--- src/sv/tcpr_pkg.sv ---
// ----------------------------------------------------------------------------
// Table cosine point rotator package
// Shared widths and the quarter-wave cosine table.
// ----------------------------------------------------------------------------
package tcpr_pkg;

   localparam int COORD_BITS = 16;
   localparam int ANGLE_BITS = 9;
   localparam int TRIG_BITS  = 9;   // signed cos/sin, -255..255
   localparam int FRAC_BITS  = 8;
   localparam int TABLE_LAST = 128;

   localparam logic [7:0] COS_QUARTER [0:TABLE_LAST] = '{
      8'd255, 8'd255, 8'd255, 8'd255, 8'd255, 8'd255, 8'd254, 8'd254, 8'd254, 8'd253,
      8'd253, 8'd253, 8'd252, 8'd252, 8'd251, 8'd251, 8'd250, 8'd249, 8'd249, 8'd248,
      8'd247, 8'd247, 8'd246, 8'd245, 8'd244, 8'd243, 8'd242, 8'd241, 8'd240, 8'd239,
      8'd238, 8'd237, 8'd236, 8'd234, 8'd233, 8'd232, 8'd231, 8'd229, 8'd228, 8'd226,
      8'd225, 8'd223, 8'd222, 8'd220, 8'd219, 8'd217, 8'd215, 8'd214, 8'd212, 8'd210,
      8'd208, 8'd207, 8'd205, 8'd203, 8'd201, 8'd199, 8'd197, 8'd195, 8'd193, 8'd191,
      8'd189, 8'd187, 8'd185, 8'd183, 8'd180, 8'd178, 8'd176, 8'd174, 8'd171, 8'd169,
      8'd167, 8'd164, 8'd162, 8'd159, 8'd157, 8'd154, 8'd152, 8'd149, 8'd147, 8'd144,
      8'd142, 8'd139, 8'd136, 8'd134, 8'd131, 8'd128, 8'd126, 8'd123, 8'd120, 8'd117,
      8'd115, 8'd112, 8'd109, 8'd106, 8'd103, 8'd100, 8'd98,  8'd95,  8'd92,  8'd89,
      8'd86,  8'd83,  8'd80,  8'd77,  8'd74,  8'd71,  8'd68,  8'd65,  8'd62,  8'd59,
      8'd56,  8'd53,  8'd50,  8'd47,  8'd44,  8'd41,  8'd37,  8'd34,  8'd31,  8'd28,
      8'd25,  8'd22,  8'd19,  8'd16,  8'd13,  8'd9,   8'd6,   8'd3,   8'd0
   };

   function automatic logic [7:0] cos_lookup(input logic [7:0] idx);
      logic [7:0] val;
      val = 8'd0;
      if (idx <= 8'(TABLE_LAST)) begin
         val = COS_QUARTER[idx];
      end
      return val;
   endfunction

endpackage

--- src/sv/table_cosine_point_rotator.sv ---
// ----------------------------------------------------------------------------
// Table cosine point rotator
// Rotates 2D points by a programmed angle on a 512-step circle.
// ----------------------------------------------------------------------------
// The accepting edge loads the input register; the result register then loads
// once it is free, which raises rsp_valid.
// Throughput: one request per cycle unless stalled; cos/sin are looked up
// once per csr write, so the per-request path is four multipliers, two adds.
// Reset: clears both valid stages and sets the angle to zero (pass-through).
module table_cosine_point_rotator #(
   parameter int COORD_BITS = tcpr_pkg::COORD_BITS
) (
   input  logic                                   clock,
   input  logic                                   reset,
   input  logic                                   req_valid,
   output logic                                   req_ready,
   input  logic signed [COORD_BITS-1:0]           req_point_x,
   input  logic signed [COORD_BITS-1:0]           req_point_y,
   output logic                                   rsp_valid,
   input  logic                                   rsp_ready,
   output logic signed [COORD_BITS:0]             rsp_rotated_x,
   output logic signed [COORD_BITS:0]             rsp_rotated_y,
   input  logic                                   csr_wr_en,
   input  logic        [tcpr_pkg::ANGLE_BITS-1:0] csr_wr_data
);

   localparam int TW   = tcpr_pkg::TRIG_BITS;
   localparam int PW   = COORD_BITS + TW;
   localparam int SW   = PW + 1;
   localparam int FRAC = tcpr_pkg::FRAC_BITS;

   // angle decode, done once per csr write
   logic        [7:0]    tb_raw;
   logic        [7:0]    tr_raw;
   logic signed [TW-1:0] tb_pos;
   logic signed [TW-1:0] tr_pos;
   logic signed [TW-1:0] tb_sgn;
   logic signed [TW-1:0] tr_sgn;
   logic signed [TW-1:0] cos_in;
   logic signed [TW-1:0] sin_in;
   logic                 bypass_in;
   logic signed [TW-1:0] cos_ff;
   logic signed [TW-1:0] sin_ff;
   logic                 bypass_ff;

   always_comb begin
      tb_raw    = tcpr_pkg::cos_lookup({1'b0, csr_wr_data[6:0]});
      tr_raw    = tcpr_pkg::cos_lookup(8'(tcpr_pkg::TABLE_LAST) - {1'b0, csr_wr_data[6:0]});
      tb_pos    = $signed({1'b0, tb_raw});
      tr_pos    = $signed({1'b0, tr_raw});
      tb_sgn    = csr_wr_data[8] ? -tb_pos : tb_pos;
      tr_sgn    = csr_wr_data[8] ? -tr_pos : tr_pos;
      cos_in    = csr_wr_data[7] ? -tr_sgn : tb_sgn;
      sin_in    = csr_wr_data[7] ? tb_sgn : tr_sgn;
      bypass_in = (csr_wr_data == '0);
   end

   always_ff @(posedge clock) begin
      if (reset) begin
         cos_ff    <= '0;
         sin_ff    <= '0;
         bypass_ff <= 1'b1;
      end else if (csr_wr_en) begin
         cos_ff    <= cos_in;
         sin_ff    <= sin_in;
         bypass_ff <= bypass_in;
      end
   end

   // pipeline handshake
   logic                          in_valid_ff;
   logic signed [COORD_BITS-1:0]  x_ff;
   logic signed [COORD_BITS-1:0]  y_ff;
   logic                          out_valid_ff;
   logic signed [COORD_BITS:0]    rot_x_ff;
   logic signed [COORD_BITS:0]    rot_y_ff;
   logic                          out_open;
   logic                          in_load;
   logic                          out_load;

   assign out_open  = !out_valid_ff || rsp_ready;
   assign req_ready = !in_valid_ff || out_open;
   assign in_load   = req_valid && req_ready;
   assign out_load  = in_valid_ff && out_open;

   always_ff @(posedge clock) begin
      if (reset) begin
         in_valid_ff  <= 1'b0;
         out_valid_ff <= 1'b0;
      end else begin
         if (req_ready) begin
            in_valid_ff <= req_valid;
         end
         if (out_open) begin
            out_valid_ff <= in_valid_ff;
         end
      end
   end

   always_ff @(posedge clock) begin
      if (in_load) begin
         x_ff <= req_point_x;
         y_ff <= req_point_y;
      end
   end

   // rotate: products, sums, arithmetic shift by the table scale
   logic signed [PW-1:0]         xc;
   logic signed [PW-1:0]         xs;
   logic signed [PW-1:0]         yc;
   logic signed [PW-1:0]         ys;
   logic signed [SW-1:0]         sum_x;
   logic signed [SW-1:0]         sum_y;
   logic signed [SW-1:0]         shr_x;
   logic signed [SW-1:0]         shr_y;
   logic signed [COORD_BITS:0]   rot_x_in;
   logic signed [COORD_BITS:0]   rot_y_in;

   always_comb begin
      xc    = PW'(x_ff) * PW'(cos_ff);
      xs    = PW'(x_ff) * PW'(sin_ff);
      yc    = PW'(y_ff) * PW'(cos_ff);
      ys    = PW'(y_ff) * PW'(sin_ff);
      sum_x = SW'(xc) - SW'(ys);
      sum_y = SW'(xs) + SW'(yc);
      shr_x = sum_x >>> FRAC;
      shr_y = sum_y >>> FRAC;
      if (bypass_ff) begin
         // zero angle: pass the point through, sign-extended
         rot_x_in = {x_ff[COORD_BITS-1], x_ff};
         rot_y_in = {y_ff[COORD_BITS-1], y_ff};
      end else begin
         rot_x_in = shr_x[COORD_BITS:0];
         rot_y_in = shr_y[COORD_BITS:0];
      end
   end

   always_ff @(posedge clock) begin
      if (out_load) begin
         rot_x_ff <= rot_x_in;
         rot_y_ff <= rot_y_in;
      end
   end

   assign rsp_valid     = out_valid_ff;
   assign rsp_rotated_x = rot_x_ff;
   assign rsp_rotated_y = rot_y_ff;

endmodule

--- config.mk ---
export PLATFORM = sky130hd
export DESIGN_NAME = table_cosine_point_rotator
export DESIGN_NICKNAME = d
export VERILOG_FILES = /design/src/sv/tcpr_pkg.sv /design/src/sv/table_cosine_point_rotator.sv
export SDC_FILE = /design/constraint.sdc
export NUM_CORES = 2
export LEC_CHECK = 0
export ABC_AREA = 1
export BUFFER_PORTS_ARGS = -buffer_cell sky130_fd_sc_hd__buf_2
export CELL_PAD_IN_SITES_DETAIL_PLACEMENT = 0
export CELL_PAD_IN_SITES_GLOBAL_PLACEMENT = 2
export CORE_MARGIN = 10
export CORE_UTILIZATION = 40
export DETAILED_ROUTE_END_ITERATION = 16
export PLACE_DENSITY = 0.84
export SLEW_MARGIN = 20
export SYNTH_ARGS = -nofsm -noshare
export SYNTH_HDL_FRONTEND = slang
export SYNTH_SLANG_ARGS = --single-unit
export TNS_END_PERCENT = 1
--- constraint.sdc ---
create_clock -name clock -period 7.1 [get_ports clock]
set_input_delay 1.065 -clock clock [delete_from_list [all_inputs] [get_ports clock]]
set_output_delay 1.065 -clock clock [all_outputs]
set_load 0.02 [all_outputs]
==> flow_summary.ini <==
[routing]
ant_nets = 0
drc = 0
firstDrtPassIters = 5
vias = 21000
totalWireLength_microns = 77600
wl_per_cell_microns = 18.2
viasPerCell = 4.92
drt_iter0_drc = 1327

[logic_synthesis]
syn_area_per_cell_sq_um = 8.01
synthSimpleGateAreaFrac = 0.179
syn_area_sq_um = 26800
synth_seq_cells = 87
synthCells = 3347
synth-compound-area-share = 0.0515
synth_cell_types = 52
ys_warn_count = 0
ys.flop_type = edfxtp_1
synth_top_area_share = 0.417
synthAdderAreaFrac = 0.512
synth.net_count = 4154
synth_edf_count = 66
synthMuxAreaShare = 0
async_flop_share = 0
post-synth-top-area-cell = fa_1
synthXorXnorAreaFrac = 0.0166
ys_seq_area_frac = 0.0896
synth_top_family_by_area = adder cells
netlist_top_cells_area = fa_1 42%, inv_1 12%, nand2_1 12%

[sta]
finalSetupTns_ns = 0
fin_crit_sh = 0.944
hold_violations = 0
fmax_mhz = 149
tightest_slew_ns = 0.866
finalSetupViolations = 0
maxSlewViolCount = 0
slew_headroom = 0.416
post-route-min-period_ns = 6.70
rsz0062_at_grt = false
fin_worst_skew_ns = 0.0212

[grt]
grt_max_degree = 35
antenna_found_initial = 4
gr-usage-all-layers = 0.208
overflow = 0
grt_pass1_vias = 22400
grt_pass1_wl_microns = 126000

[clock_tree]
cts_hold_buffers = 0
clkLatencyLatePin_ns = 0.41
clock_sinks = 87
path_clk_slew_ns = 0.09
htreeDepth = 3
cts-root-buf = clkbuf_16
cts_tree = built
cts_inserted_buffers = 9
clockBufferDepth = 2

[placed_design]
io_buffer_count = 81
gp_congestion = 0.885
hpwl_microns = 64300

[critical_path]
cp-endpoint = rsp_rotated_x[7]
r2r_end = rsp_rotated_x[7]
required_ns = 7.24
cpMaxStageDelayCell = edfxtp_1
cp-end-kind = flip-flop
rr_startpoint = x_ff[2]
cp.arrival_ns = 6.84
worstPathMaxFanout = 9
reg2reg_slack_ns = 0.40
crit_type = flip-flop to flip-flop
cpPeakStageDelay_ns = 0.56
cp-start-kind = flip-flop
ff2ff_path_depth = 30
startpoint = x_ff[2]

[layout]
ff_latch_area_sq_um = 2400
drive_gt1_frac = 0.0882
diodes = 0
final_cell_mix = 864 x inv_1, 841 x nand2_1, 558 x fa_1, 203 x ha_1, 129 x nor2_1
multi_input_area_sq_um = 20300
final_common_cell = inv_1
fillers = 6753
nNetsFinal = 4193
area_growth_pct = 7.52

[die]
die_area_sq_um = 77800
rows = 94
start_util = 0.406
die_w_microns = 279
fp.coreArea_sq_um = 66100
die_h_microns = 279
num_io_pins = 82

[hold_path]
worst_hold_startpoint = cos_ff[7]
min_path_type = flip-flop to flip-flop

[flow_run]
maxCapViolations = 0

[outcome]
status = completed
## worst min path at each step
| stage | to | slack (ns) | cells after the start |
|---|---|---|---|
| floorplan | rsp_valid | 0.45 | 2 |
| global placement | cos_ff[7] | 0.49 | 2 |
| detailed placement | cos_ff[7] | 0.50 | 2 |
| CTS | cos_ff[7] | 0.51 | 2 |
| global route | cos_ff[7] | 0.55 | 2 |
| finish | cos_ff[7] | 0.51 | 2 |
## area by class of cell
| class | count | area share |
|---|---|---|
| Tap cell | 864 | 0.0375 |
| Clock buffer | 9 | 0.00781 |
| Clock inverter | 7 | 0.00165 |
| Multi-Input combinational cell | 2208 | 0.706 |
| Sequential cell | 87 | 0.0834 |
| Inverter | 878 | 0.115 |
| Timing Repair Buffer | 202 | 0.0486 |
## through the flow
stage	area [sq um]	utilization	hold slack, ns	std cells	setup slack (ns)
floorplan	26800	-	0.451	3347	0.830
global placement	28400	0.430	0.495	4228	0.418
detailed placement	28400	0.430	0.497	4228	0.372
CTS	28700	0.435	0.508	4244	0.324
global route	28800	0.436	0.545	4255	0.00469
finish	28800	0.436	0.506	4255	0.397
## repair_timing
item / in CTS / in global routing
setup buffers: 0 / 11
setup endpoints to repair: 0 / 3
resized for setup: 0 / 2
endpoints found under the hold margin: 0 / 0
## critical path: cells and delay by family (launching register included)
| family | cells | cell delay, ns |
|---|---|---|
| AOI/OAI and AO/OA | 6 | 0.84 |
| adders and majority gates | 8 | 3.30 |
| buffers and inverters | 7 | 0.55 |
| DFF | 1 | 0.56 |
| and+or+nand+nor | 9 | 1.16 |
## cell families after synthesis
group,count (synthesis)
simple gates,1152
xor+xnor,50
flops,87
compound gates,245
buf+inv,1052
fa+ha+maj,761
## layer usage
| layer | routed length [microns] | share of wire | up-vias | track usage |
|---|---|---|---|---|
| met1 | 33600 | 0.43 | 10600 | 0.270 |
| met5 | 34 | 0.00044 | - | 0 |
| met4 | 993 | 0.013 | 4 | 0.0400 |
| met2 | 40100 | 0.52 | 420 | 0.373 |
| met3 | 2870 | 0.037 | 53 | 0.0188 |
| li1 | - | - | 9829 | - |
## registers in the layout, summed over array words and instances (netlist names)
name           flops
x_ff              16
y_ff              16
rsp_valid          1
in_valid_ff        1
bypass_ff          1
rsp_rotated_x     17
sin_ff             9
rsp_rotated_y     17
cos_ff             9
## synthesized netlist by cell type (2+ instances only)
library cell / n
o21ai_0: 86
buf_2: 7
buf_4: 8
a21o_1: 2
inv_4: 2
nor2_2: 2
nand2_4: 4
a31oi_1: 7
o21bai_1: 4
nand3_2: 9
o21a_1: 4
a21oi_1: 97
fa_1: 558
nor2_4: 2
ha_1: 203
inv_1: 865
or2_2: 14
dfxtp_1: 21
o221ai_1: 3
xor2_1: 23
nand2_2: 17
a21oi_2: 4
nand3_1: 100
nor2_1: 129
edfxtp_1: 66
inv_2: 10
nor3_1: 12
buf_1: 18
xnor2_1: 26
clkbuf_1: 133
buf_6: 8
nand2_1: 841
o211ai_1: 14
o21ai_1: 3
nand4_1: 12
o31ai_1: 7
nand3_4: 5
o22ai_1: 7
Power is left out: the tool's default activity adds up to more than one toggle a clock period on the data nets, which glitch-free logic cannot reach.
